**src/sv/dss_pkg.sv**
```systemverilog
package dss_pkg;

  // fixed widths of the Q16.16 datapath
  localparam int unsigned Q_W     = 32;
  localparam int unsigned MOP_W   = 33;          // multiplier operand
  localparam int unsigned MPR_W   = 2 * MOP_W;   // multiplier product
  localparam int unsigned DIV_W   = 64;          // divider dividend/divisor
  localparam int unsigned CFG_IDX_W = 3;

  // configuration register indexes
  localparam logic [CFG_IDX_W-1:0] CFG_START_POS = 3'd0;
  localparam logic [CFG_IDX_W-1:0] CFG_TARGET    = 3'd1;
  localparam logic [CFG_IDX_W-1:0] CFG_START_VEL = 3'd2;
  localparam logic [CFG_IDX_W-1:0] CFG_MASS      = 3'd3;
  localparam logic [CFG_IDX_W-1:0] CFG_STIFF     = 3'd4;
  localparam logic [CFG_IDX_W-1:0] CFG_DAMP      = 3'd5;
  localparam logic [CFG_IDX_W-1:0] CFG_THRESH    = 3'd6;
  localparam logic [CFG_IDX_W-1:0] CFG_BOUNCE    = 3'd7;

  // input command codes
  localparam logic CMD_START  = 1'b0;
  localparam logic CMD_SAMPLE = 1'b1;

  // clamp a wide signed value to the signed 32-bit range
  function automatic logic signed [Q_W-1:0] sat32(input logic signed [MPR_W-1:0] v);
    logic signed [MPR_W-1:0] hi;
    logic signed [MPR_W-1:0] lo;
    hi = MPR_W'(32'sh7fffffff);
    lo = -MPR_W'(33'sh080000000);
    if (v > hi) begin
      sat32 = 32'sh7fffffff;
    end else if (v < lo) begin
      sat32 = 32'sh80000000;
    end else begin
      sat32 = v[Q_W-1:0];
    end
  endfunction

endpackage

```
**src/sv/dss_mul.sv**
```systemverilog
module dss_mul (
  input  logic                               clk,
  input  logic signed [dss_pkg::MOP_W-1:0]   op_a,
  input  logic signed [dss_pkg::MOP_W-1:0]   op_b,
  output logic signed [dss_pkg::MPR_W-1:0]   prod_r
);
  import dss_pkg::*;

  // shared signed multiplier, product registered
  always_ff @(posedge clk) begin
    prod_r <= op_a * op_b;
  end

endmodule

```
**config.mk**
```make
export PLATFORM = sky130hd
export DESIGN_NAME = dss_mul
export DESIGN_NICKNAME = d
export VERILOG_FILES = /design/src/sv/dss_pkg.sv /design/src/sv/dss_mul.sv
export SDC_FILE = /design/constraint.sdc
export NUM_CORES = 2
export LEC_CHECK = 0
export CELL_PAD_IN_SITES_DETAIL_PLACEMENT = 1
export CELL_PAD_IN_SITES_GLOBAL_PLACEMENT = 1
export CORE_ASPECT_RATIO = 0.75
export CORE_UTILIZATION = 35
export CTS_CLUSTER_DIAMETER = 80
export DETAILED_ROUTE_END_ITERATION = 10
export DONT_BUFFER_PORTS = 1
export PLACE_DENSITY = 0.66
export RECOVER_POWER = 100
export SETUP_SLACK_MARGIN = 0.2
export SLEW_MARGIN = 20
export SYNTH_ARGS = -nofsm -noshare
export SYNTH_HDL_FRONTEND = slang
export SYNTH_SLANG_ARGS = --single-unit
```
**constraint.sdc**
```tcl
create_clock -name clk -period 7 [get_ports clk]
set_input_delay 0.35 -clock clk [delete_from_list [all_inputs] [get_ports clk]]
set_output_delay 0.35 -clock clk [all_outputs]
set_load 0.005 [all_outputs]
```
# After elaboration in Yosys (flattened, before gate mapping)
# Index checks and enable logic that the tools add are counted.
# totals
ff_bits	66
in_bits	67
out_inout_bits	66
elab_cells	2
# classes
n_mul	1
# op_table
cell	count
$mul 33x33->66	1

# Longest topological paths before layout
# logic_depth
word_depth	1
depth_mapped	27
mapped_depth_nobuf	26

# Worst setup path before layout
# Ideal clock, no wire load.
# synth_path
path_type	input to register
from	input port op_a[32] in the netlist's numbering
to	register prod_r[62] in the netlist's numbering
setup_ps	79
arrival_ps	7507
t_required_ps	6921
path_slack_ps	-586
stages	23
n_path_buf	2
path_cell_list	clkbuf_1 > nand2_1 > inv_1 > fa_1 > fa_1 > fa_1 > fa_1 > fa_1 > fa_1 > fa_1 > inv_1 > fa_1 > inv_1 > ha_1 > clkbuf_1 > and3_1 > nand3_1 > nand2b_1 > a2111oi_4 > a211oi_4 > a21o_2 > a21o_1 > a211oi_2
# synth_via
elab_chain_len	1
# synth_rtl
item	line	text
start: declaration	dss_mul.sv:3	input logic signed [dss_pkg::MOP_W-1:0] op_a,
$mul 33x33->66	dss_mul.sv:11	prod_r <= op_a * op_b;
end signal: assignment	dss_mul.sv:11	
end: declaration	dss_mul.sv:5	output logic signed [dss_pkg::MPR_W-1:0] prod_r
# Every way passes these cells.

# Final worst setup path
# layout_path
from	input port op_b[32] in the netlist's numbering
to	register prod_r[52] in the netlist's numbering
# layout_via
elab_chain_len	1
# layout_rtl
item	line	text
start: declaration	dss_mul.sv:4	input logic signed [dss_pkg::MOP_W-1:0] op_b,
$mul 33x33->66	dss_mul.sv:11	
# Every way passes these cells.

==> run_results.csv <==
group,metric,value,unit
run_status,run_status,"finished clean",
cells_and_area,syn_to_final_growth,10.4,%
worst_setup_path,timing.critical_path.mode_cell,"sky130_fd_sc_hd__fa_1",
timing,relSlewSlack,54.7,%
drt,post-route-drc-count,0,
global_routing,global_route.overflow_total,0,
yosys,avgSynthCellArea,9.39,um^2
global_routing,grt_antenna_before_repair,2,
yosys,synth_largest_type_area_fraction,56.3,%
worst_setup_path,timing.critical_path.required,7.32,ns
drt,drt-vias-per-instance,4.85,
timing,worstMarginPinSlew,0.676,ns
clock_tree,tritoncts,"built",
yosys,seq_total_area_yosys,3.24,%
cells_and_area,n_fill_cell,13100,
die,die_span_y,297,um
timing,setup_violators_final,0,
timing,drv_slew,0,
clock_tree,cts_root_buf,"sky130_fd_sc_hd__clkbuf_16",
global_routing,grt_pass1_vias,32200,
yosys,synth.cell_area,40700,um^2
timing,hold_slack,0.0957,ns
clock_tree,numCtsBuffers,9,
clock_tree,cts-root-to-sink-buffers,2,
drt,drt-total-wl,132000,um
cells_and_area,regMostFlops,"prod_r",
yosys,cell_variety_after_synth,80,
worst_setup_path,setup.worst_path.start_class,"input port",
yosys,syn_nets,5767,
cells_and_area,drive_above_1_share,11.3,%
timing,final_hold_violation_count,0,
cells_and_area,layout.cells.most_common,"sky130_fd_sc_hd__inv_1",
hold_path,worst_hold_path_type,"in2reg",
die,coreArea,114000,um^2
worst_setup_path,path_buf_inv,10,
job,drv_cap,0,
yosys,synth_area_leaders,"sky130_fd_sc_hd__fa_1 (56%), sky130_fd_sc_hd__inv_1 (10%), sky130_fd_sc_hd__and2_1 (8.6%), sky130_fd_sc_hd__ha_1 (6.7%), sky130_fd_sc_hd__nand2_1 (5.1%)",
placement,post-dp-hpwl,111000,um
yosys,syn-instance-count,4338,
drt,antenna_left,0,
global_routing,grt_start_max_net_pins,34,
cells_and_area,largest_register_ff_count,66,
cells_and_area,layout_common_cells,"sky130_fd_sc_hd__inv_1 (1095), sky130_fd_sc_hd__fa_1 (1087), sky130_fd_sc_hd__nand2_1 (543)",
worst_setup_path,timing.critical_path.slowest_stage_cell,"sky130_fd_sc_hd__fa_2",
yosys,synth_edf_count,0,
placement,gp_congestion,0.888,
global_routing,grt_first_pass_wirelength,208000,um
yosys,flip_flop_and_latch_count_after_synthesis,66,
clock_tree,htree_num_levels,3,
timing,finalCritPeriodShare,97.5,%
cells_and_area,top_regs,"prod_r x66",
clock_tree,worst_setup_hold_path_clk_slew,0.06,ns
global_routing,grtUsageTotal,23.5,%
placement,dp_cells,5845,
worst_setup_path,endpoint_kind,"register",
worst_setup_path,path_class,"in2reg",
drt,drt_iter0_drc,1793,
worst_setup_path,arrival,7.14,ns
yosys,postSynth.topFlopCell,"sky130_fd_sc_hd__dfxtp_1",
timing,clock.fmax,147,MHz
drt,via_count,28500,
timing,unrepaired_setup_endpoints_after_global_routing,"true",
clock_tree,clock_sinks,66,
placement,numPortBuffers,0,
drt,drt_pass1_iterations,5,
yosys,synth_top_area_cell,"sky130_fd_sc_hd__fa_1",
timing,final.min_clock_period,6.83,ns
die,fp.dieArea,118000,um^2
die,start_util,35.6,%
yosys,yosys_warnings,0,
worst_setup_path,worst_path_largest_cell_delay,0.63,ns
cells_and_area,final_cells,5889,
yosys,synth-async-reset-ratio,0,%
die,ioPinCount,133,
cells_and_area,final_net_count,5786,
die,width_of_the_chip,396,um
worst_setup_path,critical-path-top-delay-family,"adder cells",
worst_setup_path,timing.critical_path.fanout_max,9,
clock_tree,ctsHoldBuffers,0,
drt,wl_per_cell,22.5,um
die,std_cell_rows,107,
==> final timing paths <==
path                     start         end  slack, ns  depth (start not counted)
worst min-delay path   op_b[0]   prod_r[0]        0.1                          1
worst max-delay path  op_b[32]  prod_r[52]       0.17                         27
==> area by class of cell <==
type | count | area, um^2 | share of cell area [%]
clock inverters | 3 | 46.3 | 0.103
inverters | 1131 | 4250 | 9.46
well taps | 1526 | 1910 | 4.25
diodes | 1 | 2.50 | 0.00556
repair buffers | 229 | 1870 | 4.17
flip-flops and latches | 66 | 1320 | 2.94
multi-input cells | 2920 | 35300 | 78.5
clock buffers | 13 | 270 | 0.601
==> metal layers <==
layer | up-vias | GRT usage (%) | part of all wire (%)
met5 | - | 0 | 0
met4 | 0 | 2.82 | 0.88
met3 | 58 | 11.3 | 14
met2 | 974 | 29.3 | 37
met1 | 15200 | 36.4 | 48
li1 | 12300 | - | -
==> through the flow <==
stage          setup WS, ns  setup TNS [ns]  instance area (um^2)  utilization [%]
2_1_floorplan        0.0991               0                 40900                -
3_3_place_gp         -0.294           -4.72                 43500             38.0
3_5_place_dp         -0.402           -6.29                 43500             38.0
4_1_cts               0.179               0                 44100             38.6
5_1_grt           -0.000989       -0.000989                 45000             39.3
6_report              0.174               0                 45000             39.3
==> logic make-up after synthesis <==
family,after synthesis,share of synthesized area (%)
buf+inv,1352,12.5
simple gates,1271,15.8
xor+xnor,68,1.46
fa+ha+maj,1362,62.9
flops,66,3.24
compound gates,219,4.07
==> synth_stat cells, types with 3 or more instances <==
master / instances
sky130_fd_sc_hd__nor3_1: 7
sky130_fd_sc_hd__xor2_1: 25
sky130_fd_sc_hd__nor2b_1: 5
sky130_fd_sc_hd__and2_1: 562
sky130_fd_sc_hd__o211ai_1: 4
sky130_fd_sc_hd__a211o_1: 6
sky130_fd_sc_hd__clkbuf_1: 208
sky130_fd_sc_hd__or3_1: 3
sky130_fd_sc_hd__a21oi_2: 3
sky130_fd_sc_hd__a211oi_2: 3
sky130_fd_sc_hd__o21ai_1: 6
sky130_fd_sc_hd__xnor2_1: 43
sky130_fd_sc_hd__and3_1: 5
sky130_fd_sc_hd__dfxtp_1: 66
sky130_fd_sc_hd__o21a_1: 6
sky130_fd_sc_hd__and4_1: 5
sky130_fd_sc_hd__o21ai_0: 25
sky130_fd_sc_hd__inv_1: 1131
sky130_fd_sc_hd__fa_1: 1145
sky130_fd_sc_hd__o21bai_1: 11
sky130_fd_sc_hd__a31oi_1: 8
sky130_fd_sc_hd__nand2_1: 551
sky130_fd_sc_hd__o31ai_4: 3
sky130_fd_sc_hd__a21oi_1: 57
sky130_fd_sc_hd__nand2b_1: 12
sky130_fd_sc_hd__nand3_1: 25
sky130_fd_sc_hd__a211oi_1: 7
sky130_fd_sc_hd__buf_2: 11
sky130_fd_sc_hd__nor2_1: 68
sky130_fd_sc_hd__nand4_1: 11
sky130_fd_sc_hd__ha_1: 217
sky130_fd_sc_hd__or2_2: 3
sky130_fd_sc_hd__a21o_1: 36
==> what timing repair did <==
action / 4_1_cts / 5_1_grt
endpoints found under the setup margin: 20 / 36
gates resized for setup: 37 / 214
buffers inserted: 13 / 14
pin swaps: 32 / 119
Power is not shown: default switching activity piles up to over one toggle a cycle in this logic, so the estimate is an artifact.
