## src/sv/dss_pkg.sv

```systemverilog
package dss_pkg;

  // fixed widths of the Q16.16 datapath
  localparam int unsigned Q_W     = 32;
  localparam int unsigned MOP_W   = 33;          // multiplier operand
  localparam int unsigned MPR_W   = 2 * MOP_W;   // multiplier product
  localparam int unsigned DIV_W   = 64;          // divider dividend/divisor
  localparam int unsigned CFG_IDX_W = 3;

  // configuration register indexes
  localparam logic [CFG_IDX_W-1:0] CFG_START_POS = 3'd0;
  localparam logic [CFG_IDX_W-1:0] CFG_TARGET    = 3'd1;
  localparam logic [CFG_IDX_W-1:0] CFG_START_VEL = 3'd2;
  localparam logic [CFG_IDX_W-1:0] CFG_MASS      = 3'd3;
  localparam logic [CFG_IDX_W-1:0] CFG_STIFF     = 3'd4;
  localparam logic [CFG_IDX_W-1:0] CFG_DAMP      = 3'd5;
  localparam logic [CFG_IDX_W-1:0] CFG_THRESH    = 3'd6;
  localparam logic [CFG_IDX_W-1:0] CFG_BOUNCE    = 3'd7;

  // input command codes
  localparam logic CMD_START  = 1'b0;
  localparam logic CMD_SAMPLE = 1'b1;

  // clamp a wide signed value to the signed 32-bit range
  function automatic logic signed [Q_W-1:0] sat32(input logic signed [MPR_W-1:0] v);
    logic signed [MPR_W-1:0] hi;
    logic signed [MPR_W-1:0] lo;
    hi = MPR_W'(32'sh7fffffff);
    lo = -MPR_W'(33'sh080000000);
    if (v > hi) begin
      sat32 = 32'sh7fffffff;
    end else if (v < lo) begin
      sat32 = 32'sh80000000;
    end else begin
      sat32 = v[Q_W-1:0];
    end
  endfunction

endpackage

```

## src/sv/dss_sqrt.sv

```systemverilog
module dss_sqrt (
  input  logic                        clk,
  input  logic                        rst_n,
  input  logic                        start,
  input  logic [dss_pkg::DIV_W-1:0]   radicand,
  output logic                        done_r,
  output logic [dss_pkg::Q_W-1:0]     root
);
  import dss_pkg::*;

  logic [DIV_W-1:0] x_r;
  logic [DIV_W-1:0] r_r;
  logic [DIV_W-1:0] bit_r;
  logic             busy_r;
  logic [DIV_W:0]   trial;
  logic [DIV_W:0]   diff;

  // digit-by-digit square root, two radicand bits a cycle
  assign trial = {1'b0, r_r} + {1'b0, bit_r};
  assign diff  = {1'b0, x_r} - trial;
  assign root  = r_r[Q_W-1:0];

  always_ff @(posedge clk) begin
    if (!rst_n) begin
      busy_r <= 1'b0;
      done_r <= 1'b0;
    end else begin
      done_r <= 1'b0;
      if (start) begin
        busy_r <= 1'b1;
        x_r    <= radicand;
        r_r    <= '0;
        bit_r  <= DIV_W'(1) << (DIV_W - 2);
      end else if (busy_r) begin
        if (!diff[DIV_W]) begin
          x_r <= diff[DIV_W-1:0];
          r_r <= (r_r >> 1) + bit_r;
        end else begin
          r_r <= r_r >> 1;
        end
        bit_r <= bit_r >> 2;
        if (bit_r[1:0] != 2'b00) begin
          busy_r <= 1'b0;
          done_r <= 1'b1;
        end
      end
    end
  end

endmodule

```

## config.mk

```make
export PLATFORM = sky130hd
export DESIGN_NAME = dss_sqrt
export DESIGN_NICKNAME = d
export VERILOG_FILES = /design/src/sv/dss_pkg.sv /design/src/sv/dss_sqrt.sv
export SDC_FILE = /design/constraint.sdc
export NUM_CORES = 1
export LEC_CHECK = 0
export ABC_CLOCK_PERIOD_IN_PS = 13700
export BUFFER_PORTS_ARGS = -buffer_cell sky130_fd_sc_hd__buf_4
export CAP_MARGIN = 30
export CORE_UTILIZATION = 68
export CTS_BUF_LIST = sky130_fd_sc_hd__clkbuf_8
export CTS_CLUSTER_DIAMETER = 100
export DETAILED_ROUTE_END_ITERATION = 12
export PLACE_DENSITY = 0.88
export SYNTH_ARGS = -nofsm -noshare
export SYNTH_HDL_FRONTEND = slang
export SYNTH_SLANG_ARGS = --single-unit
```

## constraint.sdc

```tcl
create_clock -name clk -period 13.7 [get_ports clk]
set_clock_uncertainty 0.1 [all_clocks]
set_input_delay 2.74 -clock clk [delete_from_list [all_inputs] [get_ports clk]]
set_output_delay 2.74 -clock clk [all_outputs]
set_load 0.02 [all_outputs]
```

# Word-level counts from Yosys, hierarchy flattened
# Cells that the tools add are included.
# totals
regBits	162
latchBits	0
ramBits	0
mem_bits_ro	0
inputBits	67
out_inout_bits	33
wordCells	25
n_memories	0
# classes
add_sub_neg	3
mul	0
div	0
magnitude_cmp	0
n_eq_ne	1
n_shift	0
mux	10
bitwise_logic	2
n_reduce_logical	4
# ops
operator	count
64-bit 2-to-1 mux	5
64-bit by 63-bit adder with 65-bit output	1
64-bit by 65-bit subtractor with 65-bit output	1
63-bit by 63-bit adder with 64-bit output	1
63-bit 2-to-1 mux	1
1-bit 2-to-1 mux	4
3-bit AND reduction	1
3-bit OR reduction	1
2-bit != test, second input constant	1
1-bit inverter	2
2-bit AND reduction	1
2-bit nonzero test	1

# Logic depth before layout (Yosys ltp)
# logic_depth
depth_word	5
ltp_mapped	20
ltp_nobuf	17

# Worst setup path before layout
# Ideal clock, no wire load.
# synth_path
path_type	reg2reg
start	register r_r[42]
end	register x_r[0], enable pin
setup_time_ns	0.486
t_arrival_ns	6.404
required_ns	13.114
setup_slack_ns	6.710
path_stages_with_launch	19
n_path_buf	4
synth_period_minus_slack_ns	6.990
cell_sequence	edfxtp_1 clkbuf_1 inv_1 fa_1 ha_1 buf_2 nand4_1 or4_1 o21bai_1 o22ai_1 a21oi_1 a21oi_1 o21ai_1 a21oi_2 xor2_1 buf_2 buf_2 nor2_1 nor2_1
# synth_via
elab_chain_len	4
# synth_rtl
item	line_no	source
from (decl)	dss_sqrt.sv:12	logic [DIV_W-1:0] r_r;
from (signal assigned)	dss_sqrt.sv:37	r_r <= (r_r >> 1) + bit_r;
from (signal assigned)	dss_sqrt.sv:39	r_r <= r_r >> 1;
64-bit by 63-bit adder with 65-bit output	dss_sqrt.sv:19	assign trial = {1'b0, r_r} + {1'b0, bit_r};
64-bit by 65-bit subtractor with 65-bit output	dss_sqrt.sv:20	assign diff = {1'b0, x_r} - trial;
2-bit != test (no line)	n/a	
3-bit AND reduction (no line)	n/a	
to (signal assigned)	dss_sqrt.sv:31	x_r <= radicand;
to (signal assigned)	dss_sqrt.sv:36	x_r <= diff[DIV_W-1:0];
to (decl)	dss_sqrt.sv:11	logic [DIV_W-1:0] x_r;
# Every way passes these cells.
# A chain may end at the register's enable or synchronous reset.

# Worst setup path after layout
# layout_path
start	register r_r[42]
end	register x_r[22], enable pin
# The elaborated chain is that of the path after synthesis.

==> results.json <==
{
  "status": "completed",
  "fin_util": 0.7534,
  "grt_max_degree": 116,
  "syn_inst": 1676,
  "drt_iter0_markers": 1250,
  "worstPathArrival_ns": 6.44,
  "post_cts_buffers": 0,
  "critPathMaxFanout": 79,
  "ys_async_sr_fraction": 0,
  "r2r-start": "r_r[42]",
  "cap_viol_max_count": 0,
  "final-setup-viol-count": 0,
  "holdBufCountCts": 0,
  "worstPathCellList": "inv_1 > fa_1 > ha_1 > nand4_1 > or4_1 > o21bai_1 > o22ai_1 > a21oi_1 > a21oi_1 > o21ai_1 > a21oi_2 > xor2_4 > buf_4 > nor2_1 > nor2_4 > buf_4",
  "fillers": 1522,
  "ys_seq_elements": 162,
  "holdPathEnd": "done_r",
  "finalNetCount": 1927,
  "r2r_cells": 16,
  "post-route-drc-count": 0,
  "syn_avg_cell_area_um2": 8.589,
  "core_area_um2": 20490,
  "synth-edff-count": 160,
  "r2r_setup_slack_ns": 7.27,
  "reg2reg_to": "x_r[22]",
  "critical_path.startpoint_type": "register",
  "synth_area_um2": 14400,
  "grt_pass1_wl_mm": 60.23,
  "dpl_cell_area_um2": 15050,
  "initial_utilization": 0.7024,
  "hold_class": "register to register",
  "whs_ns": 0.3875,
  "p_per_area_nw_per_um2": 192.1,
  "leakage_uw": 0.006382,
  "drt-total-wl_mm": 37.02,
  "via_per_inst": 6.382,
  "drive_gt1_frac": 0.09871,
  "ant_nets": 0,
  "io_buffer_count": 99,
  "hold_viol": 0,
  "clk_pin_slew_ns": 0.10,
  "post_drt_wl_per_cell_um": 18.68,
  "relSlewSlack": 0.3336,
  "ys_types": 68,
  "yosysWarnings": 0,
  "maxClockFrequency_mhz": 155.6,
  "required_ns": 13.71,
  "die_h_um": 147.5,
  "grt_antenna_before_repair": 0,
  "yosysSeqAreaShare": 0.3365,
  "syn-num-nets": 1904,
  "placed_cells": 1950,
  "period_share": 0.4691,
  "worstSetupPathType": "register to register",
  "whs_path_depth": 1,
  "ioPinCount": 100,
  "hpwlAfterDp_mm": 27.85,
  "cts_max_level": 4,
  "finalSetupTns_ns": 0,
  "fp-row-count": 52,
  "finalCriticalPeriod_ns": 6.427,
  "rsz0062_at_grt": "false",
  "tritoncts": "built",
  "design_area_um2": 15440,
  "hold_start": "busy_r",
  "ctsResizeCount": 0,
  "diodes": 0,
  "grtUsageTotal": 0.3462,
  "grt_pass1_vias": 12320,
  "critical_path.slowest_cell": "or4_1",
  "clock-sinks": 162,
  "vias": 12650,
  "overflow": 0,
  "cpPeakStageDelay_ns": 0.66,
  "area_growth_pct": 7.267,
  "layout.cells.non_filler": 1982,
  "gp_congestion": 0.9754,
  "cts-root-buf": "clkbuf_8",
  "slew_viol_final": 0,
  "worstSkewPairLatency_ns": 0.48,
  "firstDrtPassIters": 6,
  "cts_buffers": 17,
  "worstSetupEndpointType": "register",
  "cts_buffer_depth": 2,
  "die_w_um": 147.5,
  "yosys_most_used_dff": "edfxtp_1",
  "vdd_drop_max_v": 0.0002034,
  "tightest_slew_ns": 0.9905,
  "dieArea_um2": 21750
}
worst max-delay path: cells and delay by family (launching register included):
kind,cells,cell delay [ns]
AOI/OAI and AO/OA,6,1.25
xor gates and xnor gates,1,0.16
adders and majority gates,2,0.95
buffers and inverters,3,1.37
DFF,1,0.55
and+or+nand+nor,4,1.63
Yosys cell counts (11+ instances only):
master    count  area (um2)
buf_2        14       70.07
nor2_1      145       544.3
a211oi_1     39       292.8
a31o_2       12       105.1
a21o_1       37       277.8
o21a_1       11       82.58
inv_1       180       675.7
clkbuf_1     51       191.4
or3_1        22       137.6
nor2b_1      15       93.84
nand2_1     184       690.7
xnor2_1      47       411.6
nand4_1      40       250.2
fa_1         33       660.6
buf_4        32       240.2
nor3_1       21       105.1
edfxtp_1    160        4805
xor2_1       45       394.1
nand3_1      20       100.1
o21ai_0     141       705.7
ha_1        128        1602
o21bai_1     13       97.59
a21oi_1     124       620.6
a31oi_1      42       262.8
state kept, by name, indices dropped and copies added (netlist names):
name and count:
done_r 1, bit_r 32, busy_r 1, x_r 64
r_r 64
cells in the final DEF, fill, tap and decap left out, types with 4 or more instances in the layout:
master | Yosys | routed
nand2_1 | 184 | 184
inv_1 | 180 | 180
edfxtp_1 | 160 | 160
nor2_1 | 145 | 144
o21ai_0 | 141 | 141
ha_1 | 128 | 128
a21oi_1 | 124 | 124
buf_4 | 32 | 105
xnor2_1 | 47 | 46
xor2_1 | 45 | 44
a31oi_1 | 42 | 42
nand4_1 | 40 | 40
a211oi_1 | 39 | 39
a21o_1 | 37 | 37
fa_1 | 33 | 33
or3_1 | 22 | 22
nor3_1 | 21 | 21
nand3_1 | 20 | 20
clkbuf_8 | 0 | 19
nor2b_1 | 15 | 15
o21bai_1 | 13 | 13
a31o_2 | 12 | 12
o21a_1 | 11 | 11
nand2b_1 | 10 | 10
o211ai_1 | 9 | 9
and3_1 | 9 | 9
nor4_1 | 6 | 6
mux2_2 | 6 | 6
o31ai_1 | 6 | 6
o221ai_1 | 5 | 5
and2_1 | 5 | 5
a311oi_1 | 5 | 5
clkinv_2 | 0 | 5
or4_1 | 4 | 4
o22ai_1 | 4 | 4
power breakdown:
part,switching [uW],leakage [uW],internal (uW)
clock,198,0.000203,171
combinational,1140,0.00462,689
sequential,76.2,0.00155,692
total,1410,0.00638,1550
per-stage QoR:
step | worst slack, ns | power (uW)
2_1_floorplan | 6.710 | 2141
3_3_place_gp | 7.517 | 2511
3_5_place_dp | 7.363 | 2559
4_1_cts | 7.329 | 2929
5_1_grt | 6.808 | 3181
6_report | 7.273 | 2967
routing by layer:
metal / global-route usage / share of wire / vias to the layer above / wire length, um
li1: - / - / 5988 / -
met1: 0.4667 / 0.43 / 5973 / 15860
met2: 0.5642 / 0.46 / 601 / 17150
met3: 0.06049 / 0.081 / 87 / 2999
met4: 0.1201 / 0.027 / 0 / 1015
met5: 0 / 0 / - / 0
logic make-up (layout without fill, tap and decap cells):
| family | count (synthesis) | after routing | synth area share |
|---|---|---|---|
| xor gates and xnor gates | 92 | 92 | 0.05598 |
| buffers and inverters | 282 | 318 | 0.08318 |
| DFF | 162 | 162 | 0.3365 |
| and+or+nand+nor | 490 | 490 | 0.1532 |
| adders and majority gates | 161 | 161 | 0.1571 |
| muxes | 6 | 6 | 0.004693 |
| AOI/OAI and AO/OA | 483 | 483 | 0.2092 |
worst max-delay path by stage:
| stage | to | slack [ns] | startpoint |
|---|---|---|---|
| 2_1_floorplan | x_r[0] | 6.71 | r_r[42] |
| 4_1_cts | x_r[22] | 7.33 | r_r[42] |
| 3_3_place_gp | x_r[29] | 7.52 | bit_r[0] |
| 3_5_place_dp | x_r[28] | 7.36 | r_r[42] |
| 6_report | x_r[22] | 7.27 | r_r[42] |
| 5_1_grt | x_r[16] | 6.81 | r_r[42] |
final cells by class:
cell class | count | area [um2] | area share
Multi-Input combinational cell | 1232 | 8387 | 0.5431
Timing Repair Buffer | 106 | 799.5 | 0.05178
Tap cell | 270 | 337.8 | 0.02188
Sequential cell | 162 | 4845 | 0.3138
Clock inverter | 13 | 133.9 | 0.008670
Inverter | 180 | 676.9 | 0.04384
Clock buffer | 19 | 261.5 | 0.01694
Power figures use the tool's default switching activity.
