### src/sv/dss_pkg.sv
package dss_pkg;

  // fixed widths of the Q16.16 datapath
  localparam int unsigned Q_W     = 32;
  localparam int unsigned MOP_W   = 33;          // multiplier operand
  localparam int unsigned MPR_W   = 2 * MOP_W;   // multiplier product
  localparam int unsigned DIV_W   = 64;          // divider dividend/divisor
  localparam int unsigned CFG_IDX_W = 3;

  // configuration register indexes
  localparam logic [CFG_IDX_W-1:0] CFG_START_POS = 3'd0;
  localparam logic [CFG_IDX_W-1:0] CFG_TARGET    = 3'd1;
  localparam logic [CFG_IDX_W-1:0] CFG_START_VEL = 3'd2;
  localparam logic [CFG_IDX_W-1:0] CFG_MASS      = 3'd3;
  localparam logic [CFG_IDX_W-1:0] CFG_STIFF     = 3'd4;
  localparam logic [CFG_IDX_W-1:0] CFG_DAMP      = 3'd5;
  localparam logic [CFG_IDX_W-1:0] CFG_THRESH    = 3'd6;
  localparam logic [CFG_IDX_W-1:0] CFG_BOUNCE    = 3'd7;

  // input command codes
  localparam logic CMD_START  = 1'b0;
  localparam logic CMD_SAMPLE = 1'b1;

  // clamp a wide signed value to the signed 32-bit range
  function automatic logic signed [Q_W-1:0] sat32(input logic signed [MPR_W-1:0] v);
    logic signed [MPR_W-1:0] hi;
    logic signed [MPR_W-1:0] lo;
    hi = MPR_W'(32'sh7fffffff);
    lo = -MPR_W'(33'sh080000000);
    if (v > hi) begin
      sat32 = 32'sh7fffffff;
    end else if (v < lo) begin
      sat32 = 32'sh80000000;
    end else begin
      sat32 = v[Q_W-1:0];
    end
  endfunction

endpackage

### src/sv/dss_div.sv
module dss_div (
  input  logic                        clk,
  input  logic                        rst_n,
  input  logic                        start,
  input  logic [dss_pkg::DIV_W-1:0]   dividend,
  input  logic [dss_pkg::DIV_W-1:0]   divisor,
  output logic                        done_r,
  output logic [dss_pkg::DIV_W-1:0]   quo_r
);
  import dss_pkg::*;

  localparam int unsigned CNT_W = $clog2(DIV_W + 1);

  logic [DIV_W-1:0] rem_r;
  logic [DIV_W-1:0] dvs_r;
  logic [CNT_W-1:0] cnt_r;
  logic             busy_r;
  logic [DIV_W:0]   rem_sh;
  logic [DIV_W:0]   rem_dif;

  // restoring division, one quotient bit a cycle
  assign rem_sh  = {rem_r, quo_r[DIV_W-1]};
  assign rem_dif = rem_sh - {1'b0, dvs_r};

  always_ff @(posedge clk) begin
    if (!rst_n) begin
      busy_r <= 1'b0;
      done_r <= 1'b0;
      cnt_r  <= '0;
    end else begin
      done_r <= 1'b0;
      if (start) begin
        busy_r <= 1'b1;
        cnt_r  <= CNT_W'(DIV_W);
        rem_r  <= '0;
        quo_r  <= dividend;
        dvs_r  <= divisor;
      end else if (busy_r) begin
        if (!rem_dif[DIV_W]) begin
          rem_r <= rem_dif[DIV_W-1:0];
          quo_r <= {quo_r[DIV_W-2:0], 1'b1};
        end else begin
          rem_r <= rem_sh[DIV_W-1:0];
          quo_r <= {quo_r[DIV_W-2:0], 1'b0};
        end
        cnt_r <= cnt_r - CNT_W'(1);
        if (cnt_r == CNT_W'(1)) begin
          busy_r <= 1'b0;
          done_r <= 1'b1;
        end
      end
    end
  end

endmodule

### config.mk
export PLATFORM = sky130hd
export DESIGN_NAME = dss_div
export DESIGN_NICKNAME = d
export VERILOG_FILES = /design/src/sv/dss_pkg.sv /design/src/sv/dss_div.sv
export SDC_FILE = /design/constraint.sdc
export NUM_CORES = 1
export LEC_CHECK = 0
export BUFFER_PORTS_ARGS = -buffer_cell sky130_fd_sc_hd__buf_2
export CORE_MARGIN = 1
export CORE_UTILIZATION = 38
export CTS_CLUSTER_DIAMETER = 200
export CTS_CLUSTER_SIZE = 25
export DETAILED_ROUTE_END_ITERATION = 7
export HOLD_SLACK_MARGIN = 0.06
export PLACE_DENSITY = 0.6
export SYNTH_ARGS = -nofsm -noshare
export SYNTH_HDL_FRONTEND = slang
export SYNTH_SLANG_ARGS = --single-unit
### constraint.sdc
create_clock -name clk -period 13.79 [get_ports clk]
set_input_delay 2.758 -clock clk [delete_from_list [all_inputs] [get_ports clk]]
set_output_delay 2.758 -clock clk [all_outputs]
set_load 0.02 [all_outputs]
---- Yosys cells after proc, flatten, opt, wreduce, memory -nomap -nowiden ----
Cells that the tools add are included.
storage, ports and cells
  output and inout port bits .............. 65
  bits in latches ......................... 0
  input bits .............................. 131
  memory bits (writable) .................. 0
  logic and storage cells ................. 28
  memory bits (read-only) ................. 0
  bits in registers ....................... 201
  memories ................................ 0
operators by class
  add/subtract/negate cells ............... 2
  multipliers ............................. 0
  eq/ne operators ......................... 1
  bitwise operators ....................... 2
  div/mod/pow operators ................... 0
  shift operators ......................... 0
  reductions and logical operators ........ 5
  order comparisons ....................... 0
  multiplexer cells ....................... 11
operators by type and width
  operator               number
  $mux W64               4
  $sub A65 B64 Y65       1
  $mux W7                2
  $eq A7 B1 Y1 const B   1
  $sub A7 B1 Y7 const B  1
  $mux W1                5
  $reduce_and A2 Y1      2
  $reduce_or A3 Y1       1
  $not A1 Y1             2
  $reduce_bool A2 Y1     1
  $reduce_or A2 Y1       1

---- Longest topological paths before layout ----
Gate-level depths: netlist of run 1.
  depth after elaboration ................. 4
  depth in mapped cells ................... 15

---- Worst setup path after synthesis of run 1 ----
No wires, ideal clock.
  path kind ............................... input to register
  from .................................... input start
  to ...................................... register busy_r
  arrival time ............................ 6.648 ns
  setup slack ............................. 7.071 ns
  buffers on the path ..................... 2
  cell stages on the path ................. 4
  cell sequence ........................... clkbuf_1 > clkbuf_1 > o21a_1 > o41a_1
between the ends
  cells in the longest elaborated chain, start to end .. 1
RTL lines
  element               RTL line       source
  from (decl)           dss_div.sv:4   input logic start,
  $mux W1               dss_div.sv:32  if (start) begin
  to (signal assigned)  dss_div.sv:27  busy_r <= 1'b0;
  to (signal assigned)  dss_div.sv:33  busy_r <= 1'b1;
  to (signal assigned)  dss_div.sv:48  busy_r <= 1'b0;
  to (decl)             dss_div.sv:17  logic busy_r;
No other way between the ends.
A chain may end at the register's enable or synchronous reset.

---- Worst setup path in the final report of run 1 ----
  from .................................... input start
  to ...................................... register rem_r[27], enable pin
between the ends
  cells in the longest elaborated chain, start to end .. 2
RTL lines
  element                       RTL line       source
  $reduce_bool A2 Y1 (no line)  --
  $reduce_and A2 Y1 (no line)   --
  to (signal assigned)          dss_div.sv:40  rem_r <= rem_dif[DIV_W-1:0];
  to (signal assigned)          dss_div.sv:43  rem_r <= rem_sh[DIV_W-1:0];
  to (decl)                     dss_div.sv:14  logic [DIV_W-1:0] rem_r;
No other way between the ends.

==> metrics.md, run 1 <==
| Metric | Value |
|---|---|
| Worst path cell trace | `buf_4 -> o21a_4 -> buf_4` |
| Clk pin slew, worst setup/hold paths | `0.10 ns` |
| Routed vias/inst | `5.51` |
| CTS resizes | `0` |
| DRC viols | `0` |
| Row Count | `65` |
| EDFF count, synth | `192` |
| Setup TNS | `0 ns` |
| Slowest stage delay, CP | `0.84 ns` |
| Post-synth top cells | `edfxtp_1 (192), a21oi_1 (143), o21ai_0 (96)` |
| Worst slew pin tran | `1.14 ns` |
| Area growth syn-to-layout | `13.2%` |
| Root Buffer Master | `clkbuf_16` |
| Total die area | `32,900 um^2` |
| Top cell type by total area after synthesis | `edfxtp_1` |
| Fin cells | `1,727` |
| Setup Skew | `0.0256 ns` |
| Final Max Slew Viols | `0` |
| Wirelength per Cell | `17.9 um` |
| Post-Route WL | `30,900 um` |
| Pint | `0.00111 W` |
| Cell count after synthesis | `1,179` |
| Critical Path AT | `5.09 ns` |
| Antenna-violating nets left | `0` |
| Switching part of the total | `33.4%` |
| TritonCTS Buffers | `12` |
| Setup violations, final | `0` |
| Max clock buf depth | `3` |
| Crit path time final | `4.97 ns` |
| Initial DRC Count | `587` |
| Synthesized Nets | `1,377` |
| Ratio of final minimum period to clock period | `36.1%` |
| Stages on worst setup path | `3` |
| Logic pwr share | `31.4%` |
| Drt first pass iters | `7` |
| # IOs | `196` |
| Sequential share of power | `45.7%` |
| Post-synth top area share | `47.2%` |
| Slowest cell on the critical path | `buf_4` |
| Max Cap Violations | `0` |
| Hold Crit Class | `reg -> reg` |
| Placed cell count | `1,709` |
| CP top delay family | `buffers and inverters` |
| Status | `finished clean` |
| Crit end category | `register` |
| Top cells by area, synth | `edfxtp_1 (47%), ha_1 (6.8%), a21oi_1 (5.9%)` |
| Core footprint | `31,600 um^2` |
| CP most frequent cell | `buf_4` |
| CP startpoint kind | `input pin` |
| Post-CTS setup buffer count | `0` |
| # nets final | `1,519` |
| Vias in the first global route | `9,574` |
| Bufs and invs on worst path | `2` |
| Leak | `5.57 nW` |
| Initial antenna violation count | `1` |
| Total grt overflow | `0` |
| Worst Reg-to-Reg Cells | `12` |
| Final hold violations | `0` |
| Worst path required time | `13.91 ns` |
| Layout cells sized above 1 | `22.1%` |
| RePlAce Congestion | `0.882` |
| Async S/R FF share, synth | `0%` |
| Synth Flop Type | `edfxtp_1` |
| Starting density of the core | `38.7%` |
| Avg Inst Size Synth | `10.4 um^2` |
| Unrepaired setup endpoints after global routing | `false` |
| Max FO, Critical Path | `66` |
| Seq/Total Area, Yosys | `48.7%` |
| Cell Pwr Density | `120 nW/um^2` |
| Later-pin clock latency in the skew report | `0.50 ns` |
| Yosys reg bits | `201` |
| Peak Freq | `201 MHz` |
| Clk network pwr share | `22.9%` |
| Most frequent cell after synthesis | `edfxtp_1` |
| Post-Syn Area | `12,200 um^2` |
| Hold Crit Depth | `1` |
| Via count | `9,523` |
| First-pass GRT wire length | `50,000 um` |
| Port bufs | `195` |
| Synth Warn # | `0` |
| CTS tree | `built` |
| H-tree lvl count | `1` |
| Post-CTS Hold Fix Bufs | `0` |
| Worst hold margin | `0.490 ns` |
| Die Wd | `181 um` |
| Tot GR Track Use | `18.7%` |
| Largest net degree at the start of global routing | `71` |
| Worst vdd ir | `120 uV` |
| Number of diodes | `0` |
| Kind of critical path | `in -> reg` |
| Sw power | `0.000555 W` |
| CTS Sinks | `201` |
| Post-DP HPWL | `22,100 um` |
| Die height | `181 um` |
| Netlist cell types | `70` |
| Slew Limit Headroom | `21.8%` |
layer usage:
| layer | up-vias | routed length (um) | global-route usage, % |
|---|---|---|---|
| met1 | 4526 | 13700 | 24.2 |
| met2 | 285 | 14400 | 31.3 |
| li1 | 4677 | - | - |
| met5 | - | 14 | 0 |
| met4 | 2 | 528 | 4.17 |
| met3 | 33 | 2210 | 4.68 |
worst register-to-register path, delay by kind of cell (launching register included):
kind                       cells  cell delay (ns)
and+or+nand+nor                7             2.39
AOI/OAI and AO/OA              3             0.75
DFF                            1             0.42
buffers and inverters          1             0.48
adders and majority gates      1             0.49
per-stage QoR:
step                      setup WS, ns  total power [W]  util (%)  cell area (um^2)
after global placement            8.24          0.00129      42.7             13500
final                             8.82          0.00166      43.8             13800
after detailed placement          8.23          0.00129      42.7             13500
after floorplan                   7.07          0.00116         -             12200
after CTS                         8.77          0.00168      43.8             13800
after global routing              8.55          0.00176      43.8             13800
area by class of cell:
| class | instances | area (um^2) |
|---|---|---|
| Sequential cell | 201 | 5950 |
| Timing Repair Buffer | 202 | 1030 |
| Tap cell | 402 | 503 |
| Multi-Input combinational cell | 820 | 5670 |
| Inverter | 84 | 315 |
| Fill cell | 3136 | 17700 |
| Clock inverter | 2 | 46.3 |
| Clock buffer | 16 | 315 |
power groups by stage:
stage          registers, W  clock network, W  logic [W]
2_1_floorplan      0.000783                 0   0.000377
3_3_place_gp       0.000773                 0   0.000516
3_5_place_dp       0.000774                 0   0.000520
4_1_cts            0.000761          0.000399   0.000522
5_1_grt            0.000767          0.000414   0.000582
6_report           0.000761          0.000381   0.000522
flip-flops by register name, indices dropped and copies added (netlist names):
register / count
done_r: 1
busy_r: 1
quo_r: 64
cnt_r: 7
dvs_r: 64
rem_r: 64
final timing paths:
path                                  end       from  slack, ns
worst min-delay path               done_r   cnt_r[6]       0.49
worst max register to register  rem_r[61]  rem_r[36]       8.98
worst min register to register     done_r   cnt_r[6]       0.49
worst max-delay path            rem_r[27]      start       8.82
cell usage in the layout, fill, tap and decap left out, types with 10 or more instances in the layout:
master / count
a211oi_1: 13
a21o_1: 32
a21oi_1: 143
a31oi_1: 10
and3_1: 10
buf_2: 194
clkbuf_16: 12
edfxtp_1: 192
ha_1: 66
inv_1: 84
mux2_2: 63
nand2_1: 63
nand3_1: 56
nand4_1: 24
nor2_1: 37
nor3_1: 13
o21ai_0: 96
o21bai_1: 16
or3_1: 11
xnor2_1: 36
xor2_1: 21
cell families after synthesis:
| family | synth area share (%) |
|---|---|
| adders and majority gates | 6.92 |
| AOI/OAI and AO/OA | 18.3 |
| xor gates and xnor gates | 4.09 |
| DFF | 48.7 |
| and+or+nand+nor | 11.0 |
| buffers and inverters | 5.11 |
| muxes | 5.89 |
Note: power is estimated with default switching activity, not from simulation.
==> inputs of run 2 (changes only) <==
--- a/config.mk
+++ b/config.mk
@@ -12,7 +12,7 @@
 export CTS_CLUSTER_SIZE = 25
 export DETAILED_ROUTE_END_ITERATION = 7
 export HOLD_SLACK_MARGIN = 0.06
-export PLACE_DENSITY = 0.6
+export PLACE_DENSITY = 0.63
 export SYNTH_ARGS = -nofsm -noshare
 export SYNTH_HDL_FRONTEND = slang
 export SYNTH_SLANG_ARGS = --single-unit
==> constraint.sdc (replaced) <==
create_clock -name clk -period 4.3 [get_ports clk]
set_input_delay 0.86 -clock clk [delete_from_list [all_inputs] [get_ports clk]]
set_output_delay 0.86 -clock clk [all_outputs]
set_load 0.02 [all_outputs]
==> metrics.md, run 2 (synthesis results as in run 1) <==
| Metric | Value |
|---|---|
| CP top delay family | `compound AO/OA/AOI/OAI gates` |
| Bufs and invs on worst path | `1` |
| Crit path time final | `3.90 ns` |
| Post-CTS Hold Fix Bufs | `0` |
| Post-DP HPWL | `22,500 um` |
| Area of the multi-input gates | `5670 um^2` |
| Fillers | `3,083` |
| # nets final | `1,527` |
| Later-pin clock latency in the skew report | `0.49 ns` |
| Core footprint | `31,600 um^2` |
| Peak Freq | `256 MHz` |
| Sw power | `0.00179 W` |
| Ratio of final minimum period to clock period | `90.7%` |
| RePlAce Congestion | `0.883` |
| Post-CTS setup buffer count | `0` |
| H-tree lvl count | `1` |
| Setup violations, final | `0` |
| Die Wd | `181 um` |
| Layout cells sized above 1 | `22.5%` |
| Area growth syn-to-layout | `14.2%` |
| Cell Pwr Density | `388 nW/um^2` |
| CTS resizes | `0` |
| Setup TNS | `0 ns` |
| CP startpoint kind | `register` |
| Max FO, Critical Path | `63` |
| Regs by FF count | `dvs_r (64), quo_r (64), rem_r (64)` |
| CTS tree | `built` |
| Commonest non-fill, non-tap cell in the layout | `buf_2` |
| Most frequent cells in the layout | `buf_2 (194), edfxtp_1 (192), a21oi_1 (143), o21ai_0 (96), inv_1 (84)` |
| Switching part of the total | `33.1%` |
| First-pass GRT wire length | `49,500 um` |
| Drt first pass iters | `5` |
| Kind of critical path | `reg -> reg` |
| Largest net degree at the start of global routing | `79` |
| Status | `finished clean` |
| Sequential cell area | `5950 um^2` |
| Worst slew pin tran | `0.889 ns` |
| TritonCTS Buffers | `12` |
| Final hold violations | `0` |
| Total die area | `32,900 um^2` |
| Worst path cell trace | `ha_1 -> a21oi_1 -> o211a_1 -> o31ai_1 -> a221o_1 -> or3_4 -> o211ai_2 -> nand3_2 -> and3_1 -> buf_12 -> or3_1 -> o32ai_1` |
| Unrepaired setup endpoints after global routing | `false` |
| Total grt overflow | `0` |
| Port bufs | `195` |
| Slowest cell on the critical path | `or3_1` |
| Logic pwr share | `31.5%` |
| Fin cells | `1,737` |
| Wirelength per Cell | `18.0 um` |
| Row Count | `65` |
| # IOs | `196` |
| Root Buffer Master | `clkbuf_16` |
| Worst path required time | `4.60 ns` |
| Final core utilization | `44.2%` |
| Crit end category | `register` |
| Slew Limit Headroom | `40.7%` |
| Post-Route WL | `31,300 um` |
| Vias in the first global route | `9,445` |
| Via count | `9,624` |
| Max Cap Violations | `0` |
| Hold Crit Class | `reg -> reg` |
| DRC viols | `0` |
| CTS Sinks | `201` |
| Worst vdd ir | `311 uV` |
| Pint | `0.00362 W` |
| Initial DRC Count | `652` |
| Routed vias/inst | `5.54` |
| Clk pin slew, worst setup/hold paths | `0.10 ns` |
| Leak | `5.63 nW` |
| Slowest stage delay, CP | `0.44 ns` |
| Initial antenna violation count | `2` |
| Die height | `181 um` |
| Tot GR Track Use | `18.6%` |
| Sequential share of power | `45.0%` |
| Number of diodes | `0` |
| Critical Path AT | `4.20 ns` |
| Placed cell count | `1,717` |
| Max clock buf depth | `3` |
| Starting density of the core | `38.7%` |
| Antenna-violating nets left | `0` |
| Clk network pwr share | `23.4%` |
| Setup Skew | `0.0299 ns` |
| Final Max Slew Viols | `0` |
run 2: cell count changes in the layout (fill, tap and decap cells not counted):
cell | before | now
clkbuf_1 | 4 | 6
clkbuf_16 | 12 | 13
buf_4 | 8 | 12
clkinv_8 | 1 | 0
buf_12 | 0 | 4
run 2: layer usage:
metal | track usage [%] | wire (um)
met3 | 4.13 | 2250
met1 | 24.1 | 13700
met4 | 4.41 | 596
met5 | 0 | 31
met2 | 31.5 | 14700
run 2: final timing paths:
check	start	endpoint	slack, ns	depth (start not counted)
max	rem_r[20]	rem_r[61]	0.40	12
max reg2reg	rem_r[20]	rem_r[61]	0.40	12
min reg2reg	cnt_r[6]	done_r	0.49	1
min	cnt_r[6]	done_r	0.49	1
run 2: cell type report:
type | count | share of cell area [%]
flip-flops and latches | 201 | 42.6
multi-input cells | 820 | 40.6
repair buffers | 210 | 8.18
well taps | 402 | 3.61
clock buffers | 19 | 2.49
inverters | 84 | 2.26
clock inverters | 1 | 0.215
run 2: per-stage QoR:
step,worst slack [ns],area (um^2),hold WS [ns],power (W)
finish,0.398,14000,0.488,0.00541
global route,0.154,14000,0.516,0.00571
CTS,0.452,14000,0.497,0.00546
detailed placement,0.488,13600,0.482,0.00417
global placement,0.612,13600,0.479,0.00416
floorplan,0.828,12200,0.441,0.00372
run 2: power by group through the flow:
stage | registers, W | clock network, W | logic (W)
6_report | 0.00244 | 0.00127 | 0.00171
5_1_grt | 0.00246 | 0.00137 | 0.00189
2_1_floorplan | 0.00251 | 0 | 0.00121
4_1_cts | 0.00244 | 0.00132 | 0.00170
3_3_place_gp | 0.00248 | 0 | 0.00168
3_5_place_dp | 0.00248 | 0 | 0.00169
